===== config.mk =====
export PLATFORM = sky130hd
export DESIGN_NAME = gap_run_length_histogram
export DESIGN_NICKNAME = d
export VERILOG_FILES = /design/src/design/grlh_pkg.sv /design/src/design/grlh_front.sv /design/src/design/grlh_queue.sv /design/src/design/grlh_back.sv /design/src/design/gap_run_length_histogram.sv
export VERILOG_INCLUDE_DIRS = /design/src /design/src/design
export SDC_FILE = /design/constraint.sdc
export NUM_CORES = 2
export LEC_CHECK = 0
export BUFFER_PORTS_ARGS = -buffer_cell sky130_fd_sc_hd__buf_4
export CAP_MARGIN = 10
export CORE_MARGIN = 4
export CORE_UTILIZATION = 50
export DETAILED_ROUTE_END_ITERATION = 7
export GPL_TIMING_DRIVEN = 0
export HOLD_SLACK_MARGIN = 0.02
export PLACE_DENSITY = 0.66
export SYNTH_ARGS = -nofsm -noshare
export SYNTH_HDL_FRONTEND = slang
export SYNTH_SLANG_ARGS = --single-unit

===== constraint.sdc =====
create_clock -name clk_i -period 15.55 [get_ports clk_i]
set_clock_uncertainty 0.2 [all_clocks]
set_input_delay 0 -clock clk_i [delete_from_list [all_inputs] [get_ports clk_i]]
set_output_delay 0 -clock clk_i [all_outputs]
set_load 0.02 [all_outputs]

===== src/design/gap_run_length_histogram_macros.svh =====
// Assertion macros shared by the gap run-length histogram design.
`ifndef GAP_RUN_LENGTH_HISTOGRAM_MACROS_SVH
`define GAP_RUN_LENGTH_HISTOGRAM_MACROS_SVH

// Same-cycle implication, disabled while reset is held.
`define GRLH_ASSERT_IMPL(label, ante, cons, msg) \
  label: assert property (@(posedge clk_i) disable iff (!rst_ni) (ante) |-> (cons)) \
    else $error(msg);

// Next-cycle implication, disabled while reset is held.
`define GRLH_ASSERT_NEXT(label, ante, cons, msg) \
  label: assert property (@(posedge clk_i) disable iff (!rst_ni) (ante) |=> (cons)) \
    else $error(msg);

`endif


===== src/design/grlh_pkg.sv =====
// Types, constants and helper functions of the gap run-length histogram.
`default_nettype none

package grlh_pkg;

  localparam int unsigned NUM_BOUNDS  = 8;
  localparam int unsigned NUM_REGS    = 8;
  localparam int unsigned NUM_BINS    = 2 * NUM_BOUNDS + 1;
  localparam int unsigned BIN_W       = 5;
  localparam int unsigned LEN_W       = 32;
  localparam int unsigned TOTAL_W     = 48;
  localparam int unsigned CFG_IDX_W   = 4;
  localparam int unsigned QUEUE_DEPTH = 2;
  localparam int unsigned PTR_W       = $clog2(QUEUE_DEPTH);
  localparam int unsigned CNT_W       = $clog2(QUEUE_DEPTH + 1);

  localparam logic [7:0]         CHAR_N_UPPER = 8'h4E;
  localparam logic [7:0]         CHAR_N_LOWER = 8'h6E;
  localparam logic [LEN_W-1:0]   LEN_MAX      = {LEN_W{1'b1}};
  localparam logic [TOTAL_W-1:0] TOTAL_MAX    = {TOTAL_W{1'b1}};

  typedef logic [NUM_REGS-1:0][LEN_W-1:0] bounds_t;

  localparam bounds_t BOUND_RESET = {
    32'd50000, 32'd10000, 32'd5000, 32'd1000, 32'd500, 32'd100, 32'd50, 32'd10
  };

  typedef enum logic [1:0] {
    MODE_BYTE  = 2'd0,
    MODE_END   = 2'd1,
    MODE_CLEAR = 2'd2
  } mode_e;

  typedef enum logic [1:0] {
    OP_REPORT = 2'd0,
    OP_RECORD = 2'd1,
    OP_CLEAR  = 2'd2
  } op_e;

  // One classified item on its way from the front to the back.
  typedef struct packed {
    op_e              op;
    logic [LEN_W-1:0] len;
    logic [BIN_W-1:0] pick;
    logic [BIN_W-1:0] bin_index;
  } work_t;

  typedef struct packed {
    logic               gap_closed;
    logic [LEN_W-1:0]   closed_length;
    logic [LEN_W-1:0]   gap_count;
    logic [TOTAL_W-1:0] total_n;
    logic [LEN_W-1:0]   min_gap;
    logic [LEN_W-1:0]   max_gap;
    logic [LEN_W-1:0]   bin_count;
  } result_t;

  function automatic logic [LEN_W-1:0] sat_inc(input logic [LEN_W-1:0] v);
    return (v == LEN_MAX) ? v : v + LEN_W'(1);
  endfunction

  // The lowest boundary that the length is below or equal to wins.
  function automatic logic [BIN_W-1:0] pick_bin(input logic [LEN_W-1:0] len,
                                                input bounds_t b);
    logic [BIN_W-1:0] pick;
    pick = BIN_W'(2 * NUM_BOUNDS);
    for (int i = NUM_BOUNDS - 1; i >= 0; i--) begin
      if (len < b[i]) begin
        pick = BIN_W'(2 * i);
      end else if (len == b[i]) begin
        pick = BIN_W'(2 * i + 1);
      end
    end
    return pick;
  endfunction

endpackage

`default_nettype wire


===== src/design/grlh_front.sv =====
// Front end: tracks the open gap, holds the boundaries and classifies each request.
`default_nettype none

module grlh_front (
  input  wire logic                           clk_i,
  input  wire logic                           rst_ni,
  input  wire logic                           cfg_we_i,
  input  wire logic [grlh_pkg::CFG_IDX_W-1:0] cfg_index_i,
  input  wire logic [grlh_pkg::LEN_W-1:0]     cfg_data_i,
  input  wire logic                           in_valid_i,
  input  wire logic                           in_ready_i,
  input  wire logic [1:0]                     mode_i,
  input  wire logic [7:0]                     data_byte_i,
  input  wire logic [grlh_pkg::BIN_W-1:0]     bin_index_i,
  output grlh_pkg::work_t                     work_o
);

  logic [grlh_pkg::LEN_W-1:0] run_q, run_d;
  grlh_pkg::bounds_t          bounds_q;
  logic                       accept;
  logic                       close;

  assign accept = in_valid_i && in_ready_i;

  always_comb begin
    run_d = run_q;
    close = 1'b0;
    work_o.op = grlh_pkg::OP_REPORT;
    unique case (grlh_pkg::mode_e'(mode_i))
      grlh_pkg::MODE_BYTE: begin
        if (data_byte_i == grlh_pkg::CHAR_N_UPPER || data_byte_i == grlh_pkg::CHAR_N_LOWER) begin
          run_d = grlh_pkg::sat_inc(run_q);
        end else if (run_q != '0) begin
          close = 1'b1;
        end
      end
      grlh_pkg::MODE_END: begin
        close = (run_q != '0);
      end
      grlh_pkg::MODE_CLEAR: begin
        work_o.op = grlh_pkg::OP_CLEAR;
      end
      default: begin
      end
    endcase
    if (close) begin
      run_d     = '0;
      work_o.op = grlh_pkg::OP_RECORD;
    end
    work_o.len       = close ? run_q : '0;
    work_o.pick      = grlh_pkg::pick_bin(run_q, bounds_q);
    work_o.bin_index = bin_index_i;
  end

  always_ff @(posedge clk_i or negedge rst_ni) begin
    if (!rst_ni) begin
      run_q    <= '0;
      bounds_q <= grlh_pkg::BOUND_RESET;
    end else begin
      if (accept) begin
        run_q <= run_d;
      end
      // Writes to indexes past the last boundary are dropped.
      if (cfg_we_i && cfg_index_i < grlh_pkg::CFG_IDX_W'(grlh_pkg::NUM_REGS)) begin
        bounds_q[cfg_index_i[$clog2(grlh_pkg::NUM_REGS)-1:0]] <= cfg_data_i;
      end
    end
  end

endmodule

`default_nettype wire


===== src/design/grlh_queue.sv =====
// Short queue of classified requests between the front and the back.
`default_nettype none

module grlh_queue (
  input  wire logic            clk_i,
  input  wire logic            rst_ni,
  input  wire logic            push_i,
  input  wire grlh_pkg::work_t push_data_i,
  output logic                 full_o,
  input  wire logic            pop_i,
  output logic                 valid_o,
  output grlh_pkg::work_t      pop_data_o
);

  grlh_pkg::work_t                mem_q [grlh_pkg::QUEUE_DEPTH];
  logic [grlh_pkg::PTR_W-1:0]     wr_ptr_q, rd_ptr_q;
  logic [grlh_pkg::CNT_W-1:0]     count_q;
  logic                           do_push, do_pop;

  assign full_o     = (count_q == grlh_pkg::CNT_W'(grlh_pkg::QUEUE_DEPTH));
  assign valid_o    = (count_q != '0);
  assign pop_data_o = mem_q[rd_ptr_q];
  assign do_push    = push_i && !full_o;
  assign do_pop     = pop_i && valid_o;

  function automatic logic [grlh_pkg::PTR_W-1:0] next_ptr(
      input logic [grlh_pkg::PTR_W-1:0] p);
    return (p == grlh_pkg::PTR_W'(grlh_pkg::QUEUE_DEPTH - 1)) ? '0 :
           p + grlh_pkg::PTR_W'(1);
  endfunction

  always_ff @(posedge clk_i) begin
    if (do_push) begin
      mem_q[wr_ptr_q] <= push_data_i;
    end
  end

  always_ff @(posedge clk_i or negedge rst_ni) begin
    if (!rst_ni) begin
      wr_ptr_q <= '0;
      rd_ptr_q <= '0;
      count_q  <= '0;
    end else begin
      if (do_push) begin
        wr_ptr_q <= next_ptr(wr_ptr_q);
      end
      if (do_pop) begin
        rd_ptr_q <= next_ptr(rd_ptr_q);
      end
      if (do_push && !do_pop) begin
        count_q <= count_q + grlh_pkg::CNT_W'(1);
      end else if (do_pop && !do_push) begin
        count_q <= count_q - grlh_pkg::CNT_W'(1);
      end
    end
  end

endmodule

`default_nettype wire


===== src/design/grlh_back.sv =====
// Back end: statistics, histogram counters and the output register.
`default_nettype none

module grlh_back (
  input  wire logic            clk_i,
  input  wire logic            rst_ni,
  input  wire logic            work_valid_i,
  input  wire grlh_pkg::work_t work_i,
  output logic                 pop_o,
  output logic                 out_valid_o,
  input  wire logic            out_ready_i,
  output grlh_pkg::result_t    result_o
);

  logic [grlh_pkg::LEN_W-1:0]   gaps_q, gaps_d;
  logic [grlh_pkg::TOTAL_W-1:0] total_q, total_d;
  logic [grlh_pkg::LEN_W-1:0]   min_q, min_d;
  logic [grlh_pkg::LEN_W-1:0]   max_q, max_d;
  logic [grlh_pkg::LEN_W-1:0]   bins_q [grlh_pkg::NUM_BINS];
  logic [grlh_pkg::LEN_W-1:0]   bins_d [grlh_pkg::NUM_BINS];
  logic [grlh_pkg::TOTAL_W:0]   sum;
  logic                         out_valid_q;
  grlh_pkg::result_t            result_q, result_d;

  assign pop_o       = work_valid_i && (!out_valid_q || out_ready_i);
  assign out_valid_o = out_valid_q;
  assign result_o    = result_q;

  always_comb begin
    gaps_d  = gaps_q;
    total_d = total_q;
    min_d   = min_q;
    max_d   = max_q;
    sum     = {1'b0, total_q} + (grlh_pkg::TOTAL_W + 1)'(work_i.len);
    for (int k = 0; k < grlh_pkg::NUM_BINS; k++) begin
      bins_d[k] = bins_q[k];
    end
    unique case (work_i.op)
      grlh_pkg::OP_RECORD: begin
        gaps_d  = grlh_pkg::sat_inc(gaps_q);
        total_d = sum[grlh_pkg::TOTAL_W] ? grlh_pkg::TOTAL_MAX : sum[grlh_pkg::TOTAL_W-1:0];
        if (work_i.len < min_q) begin
          min_d = work_i.len;
        end
        if (work_i.len > max_q) begin
          max_d = work_i.len;
        end
        // Each bin has its own saturating incrementer.
        for (int k = 0; k < grlh_pkg::NUM_BINS; k++) begin
          if (work_i.pick == grlh_pkg::BIN_W'(k)) begin
            bins_d[k] = grlh_pkg::sat_inc(bins_q[k]);
          end
        end
      end
      grlh_pkg::OP_CLEAR: begin
        gaps_d  = '0;
        total_d = '0;
        min_d   = grlh_pkg::LEN_MAX;
        max_d   = '0;
        for (int k = 0; k < grlh_pkg::NUM_BINS; k++) begin
          bins_d[k] = '0;
        end
      end
      default: begin
      end
    endcase

    result_d.gap_closed    = (work_i.op == grlh_pkg::OP_RECORD);
    result_d.closed_length = work_i.len;
    result_d.gap_count     = gaps_d;
    result_d.total_n       = total_d;
    result_d.min_gap       = min_d;
    result_d.max_gap       = max_d;
    result_d.bin_count     = '0;
    for (int k = 0; k < grlh_pkg::NUM_BINS; k++) begin
      if (work_i.bin_index == grlh_pkg::BIN_W'(k)) begin
        result_d.bin_count = bins_d[k];
      end
    end
  end

  always_ff @(posedge clk_i) begin
    if (pop_o) begin
      result_q <= result_d;
    end
  end

  always_ff @(posedge clk_i or negedge rst_ni) begin
    if (!rst_ni) begin
      out_valid_q <= 1'b0;
      gaps_q      <= '0;
      total_q     <= '0;
      min_q       <= grlh_pkg::LEN_MAX;
      max_q       <= '0;
      for (int k = 0; k < grlh_pkg::NUM_BINS; k++) begin
        bins_q[k] <= '0;
      end
    end else begin
      if (pop_o) begin
        out_valid_q <= 1'b1;
        gaps_q      <= gaps_d;
        total_q     <= total_d;
        min_q       <= min_d;
        max_q       <= max_d;
        for (int k = 0; k < grlh_pkg::NUM_BINS; k++) begin
          bins_q[k] <= bins_d[k];
        end
      end else if (out_ready_i) begin
        out_valid_q <= 1'b0;
      end
    end
  end

endmodule

`default_nettype wire


===== src/design/gap_run_length_histogram.sv =====
// Top level of the gap run-length histogram: front, queue, back and port packing.
//
//   Channel   Direction  Handshake                Contents
//   s_*       in         s_tvalid_i / s_tready_o  sequence byte, end, clear request
//   m_*       out        m_tvalid_o / m_tready_i  statistics and one bin count
//   cfg_*     in         cfg_we_i                 histogram boundaries, index 0..7
//
// One request per cycle sustained while the output is not stalled; a taken request is
// first written into the two-entry queue, then the back loads the output register
// from it, after which the result can be accepted.
// Reset restores the default boundaries and clears all counters at once; all 17
// bins live in flip-flops, so there is no clearing pass.
// A stalled output fills the queue and then drops s_tready_o.
`default_nettype none
`include "gap_run_length_histogram_macros.svh"

module gap_run_length_histogram (
  input  wire logic                           clk_i,
  input  wire logic                           rst_ni,
  input  wire logic                           s_tvalid_i,
  output logic                                s_tready_o,
  input  wire logic [15:0]                    s_tdata_i,  // data_byte, bin_index
  input  wire logic [1:0]                     s_tuser_i,  // mode
  output logic                                m_tvalid_o,
  input  wire logic                           m_tready_i,
  // closed_length, gap_count, total_n, min_gap, max_gap, bin_count
  output logic [207:0]                        m_tdata_o,
  output logic [0:0]                          m_tuser_o,  // gap_closed
  input  wire logic                           cfg_we_i,
  input  wire logic [grlh_pkg::CFG_IDX_W-1:0] cfg_index_i,
  input  wire logic [grlh_pkg::LEN_W-1:0]     cfg_data_i
);

  grlh_pkg::work_t   front_work;
  grlh_pkg::work_t   q_work;
  grlh_pkg::result_t result;
  logic              q_full;
  logic              q_valid;
  logic              q_pop;

  assign s_tready_o = !q_full;

  grlh_front u_front (
    .clk_i       (clk_i),
    .rst_ni      (rst_ni),
    .cfg_we_i    (cfg_we_i),
    .cfg_index_i (cfg_index_i),
    .cfg_data_i  (cfg_data_i),
    .in_valid_i  (s_tvalid_i),
    .in_ready_i  (s_tready_o),
    .mode_i      (s_tuser_i),
    .data_byte_i (s_tdata_i[7:0]),
    .bin_index_i (s_tdata_i[12:8]),
    .work_o      (front_work)
  );

  grlh_queue u_queue (
    .clk_i       (clk_i),
    .rst_ni      (rst_ni),
    .push_i      (s_tvalid_i),
    .push_data_i (front_work),
    .full_o      (q_full),
    .pop_i       (q_pop),
    .valid_o     (q_valid),
    .pop_data_o  (q_work)
  );

  grlh_back u_back (
    .clk_i        (clk_i),
    .rst_ni       (rst_ni),
    .work_valid_i (q_valid),
    .work_i       (q_work),
    .pop_o        (q_pop),
    .out_valid_o  (m_tvalid_o),
    .out_ready_i  (m_tready_i),
    .result_o     (result)
  );

  assign m_tuser_o = result.gap_closed;
  assign m_tdata_o = {result.bin_count, result.max_gap, result.min_gap,
                      result.total_n, result.gap_count, result.closed_length};

  `GRLH_ASSERT_IMPL(a_closed_len, m_tvalid_o,
                    result.gap_closed == (result.closed_length != '0),
                    "closed flag and length disagree")
  `GRLH_ASSERT_IMPL(a_min_le_max, m_tvalid_o && result.gap_count != '0,
                    result.min_gap <= result.max_gap,
                    "shortest gap exceeds longest gap")
  `GRLH_ASSERT_IMPL(a_empty_stats, m_tvalid_o && result.gap_count == '0,
                    result.total_n == '0 && result.min_gap == grlh_pkg::LEN_MAX &&
                    result.max_gap == '0,
                    "statistics not empty with no gaps")
  `GRLH_ASSERT_NEXT(a_clear_result, q_pop && q_work.op == grlh_pkg::OP_CLEAR,
                    m_tvalid_o && result.gap_count == '0 && result.bin_count == '0 &&
                    !result.gap_closed,
                    "clear request left counts behind")

endmodule

`default_nettype wire

==> qor.csv <==
metric,value,unit
status,finished with violations,
violations,"capacitance limit, slew limit",
fin_cells,11800,
finalCriticalPeriod,10.51,ns
cp_common_cell,clkbuf_1,
relSlewSlack,-2.70,%
grtUsageMet1,56.7,%
max_stage_delay,1.07,ns
cts.path.max_buffers,3,
drc_errors,0,
row_count,146,
power_density,175,nW/µm²
n_fill_cell,14000,
dp.cells,11400,
yosys_warnings,0,
required,15.83,ns
antenna_found_initial,23,
routed_wl,365000,µm
fmax,95.2,MHz
cts_resized,0,
area_growth,14.3,%
preCtsSetupSlack,5.66,ns
synth_cells,9056,
synth-edff-count,297,
fin_setup_tns,0,ns
dpl.hpwl,272000,µm
clk_pin_slew,0.06,ns
worst_setup_path_start_kind,register,
grt_pass1_vias,73200,
vias,78500,
busiest_layer,met2,
rsz0062_at_grt,no,
cap_violations,2,
hold_violations,0,
setup_violations,0,
die_area,167000,µm²
gp_congestion,1.09,
gr-usage-met3,13.5,%
ys_types,121,
clock_sinks,1278,
dr.pass1.iters,6,
initial_utilization,50.5,%
hold_path.class,in2async,
cts_tree,done,
die_y,409,µm
final_common_cell,nand2_1,
grt_max_degree,148,
fin_ws,5.04,ns
path_cells,buf_6 > buf_6 > buf_4 > buf_2 > buf_2 > buf_1 > mux2i_1 > inv_1 > ha_1 > clkbuf_1 > clkinv_1 > nand2_1 > clkbuf_1 > buf_1 > clkbuf_1 > clkbuf_1 > a21oi_1 > o311ai_0,
crit_type,reg2reg,
worstPathArrival,10.78,ns
grt_pass1_wl,520000,µm
wl_per_cell,30.8,µm
ys_seq_area_share,41.8,%
drt_iter0_markers,11000,
leakage,37.9,nW
timing.final.crit_share,67.6,%
grtUsageMet2,60.4,%
cts_root_buffer,clkbuf_16,
cts-buffers-inserted,149,
viasPerCell,6.63,
grt_overflow,0,
drive_above_1_share,9.26,%
ctsHtreeMaxLevel,4,
vdd_drop_max,0.142,mV
netlist_area,80200,µm²
synth_ff_type,dfrtp_1,
numPortBuffers,265,
end_kind,register,
clock_latency,0.84,ns
tightestPinTransition,1.54,ns
pin_count,270,
drv_slew,11,
avgSynthCellArea,8.86,µm²
syn_nets,9490,
cpMaxStageDelayCell,o311ai_0,
cp_max_fo,10,
final_cell_mix,"nand2_1 (1414), o21ai_0 (1179), dfrtp_1 (913), clkbuf_1 (463), nor2_1 (449)",
die_w,409,µm
nets,10100,
ys_async_sr_fraction,76.8,%
grt_use_total,42.4,%
ant_nets,0,
core,159000,µm²
yosys_register_bits,1278,
[power by group]
group	switching, mW	internal [mW]	leakage (nW)
clock	1.55	2.06	2.39
combinational	5.89	2.00	19.6
sequential	0.341	4.21	16.0
[path summary, 6_finish.rpt]
check,slack (ns),cells past startpoint,start,endpoint
min in group clk_i,0.18,5,cfg_index_i[1],u_front.bounds_q[97]$_DFFE_PN0P_
min reg2reg,0.29,1,u_back.bins_q[468]$_DFFE_PN0P_,u_back.bins_q[468]$_DFFE_PN0P_
min,0.17,4,rst_ni,u_front.bounds_q[140]$_DFFE_PN0P_
max in group asynchronous,13.03,6,rst_ni,u_back.total_q[26]$_DFFE_PN0P_
max reg2reg,5.04,18,u_queue.rd_ptr_q$_DFFE_PN0P_,u_back.result_o[5]$_DFFE_PP_
max,5.04,18,u_queue.rd_ptr_q$_DFFE_PN0P_,u_back.result_o[5]$_DFFE_PP_
[sequential cells by signal, indices dropped and copies added (netlist names), 2 cells and up]
register,count
u_back.bins_q,544
u_back.gaps_q,32
u_back.max_q,32
u_back.min_q,32
u_back.result_o,209
u_back.total_q,48
u_front.bounds_q,256
u_front.run_q,32
u_queue.count_q,2
u_queue.mem_q,88
[timing repair]
item                                   4_1_cts  5_1_grt
setup buffers                                0        0
hold buffers                               107        0
endpoints found under the hold margin      775        0
[critical path: cells and delay by family (launching register included)]
family,cells,cell delay [ns]
flops,1,0.41
mux,1,0.33
simple gates,1,0.50
fa+ha+maj,1,0.28
compound gates,2,1.43
buf+inv,13,6.93
[routing by layer]
| layer | up-vias | share of wire (%) |
|---|---|---|
| li1 | 34000 | - |
| met1 | 38700 | 40 |
| met2 | 4753 | 41 |
| met3 | 1071 | 12 |
| met4 | 0 | 6.9 |
| met5 | - | 0 |
[stage by stage]
step                area [µm²]  power [mW]  hold WS (ns)  utilization (%)
finish                   91700        16.0         0.169             57.7
floorplan                80200        8.29        -0.496                -
global placement         84800        11.8        0.0322             53.4
CTS                      91600        15.6         0.117             57.6
global route             91600        16.5         0.190             57.7
detailed placement       85600        12.0        -0.221             53.8
[cell usage after synthesis, types with 90 or more instances]
library cell	n	area [µm²]
dfrtp_1	913	22800
o31ai_1	263	1970
edfxtp_1	297	8920
inv_1	410	1540
a31oi_1	90	563
nand4_1	232	1450
clkbuf_1	437	1640
nand2_1	1414	5310
mux2_2	135	1520
nand3_1	254	1270
o21ai_0	1179	5900
ha_1	374	4680
and3_1	208	1300
a21oi_1	331	1660
and2_1	102	638
xor2_1	257	2250
nor3_1	126	631
xnor2_1	340	2980
nor2_1	451	1690
and4_1	101	885
[logic make-up after synthesis]
| group | Yosys count | synth area share (%) |
|---|---|---|
| AND/OR/NAND/NOR | 3198 | 19.6 |
| AO/OA/AOI/OAI | 2508 | 19.3 |
| flip-flops | 1278 | 41.8 |
| buffers and inverters | 913 | 4.36 |
| XOR/XNOR | 598 | 6.54 |
| adder cells (fa/ha/maj) | 375 | 5.86 |
| multiplexers | 186 | 2.54 |
[area by class of cell]
| type | count | area (µm²) | area share [%] |
|---|---|---|---|
| Antenna cell | 19 | 47.5 | 0.0519 |
| Sequential cell | 1278 | 33600 | 36.6 |
| Timing Repair Buffer | 414 | 3840 | 4.18 |
| Tap cell | 2072 | 2590 | 2.83 |
| Clock inverter | 56 | 633 | 0.690 |
| Buffer | 502 | 1980 | 2.16 |
| Inverter | 411 | 1540 | 1.68 |
| Multi-Input combinational cell | 6865 | 43200 | 47.1 |
| Clock buffer | 218 | 4280 | 4.67 |
Note: power is estimated with default switching activity, not from simulation.
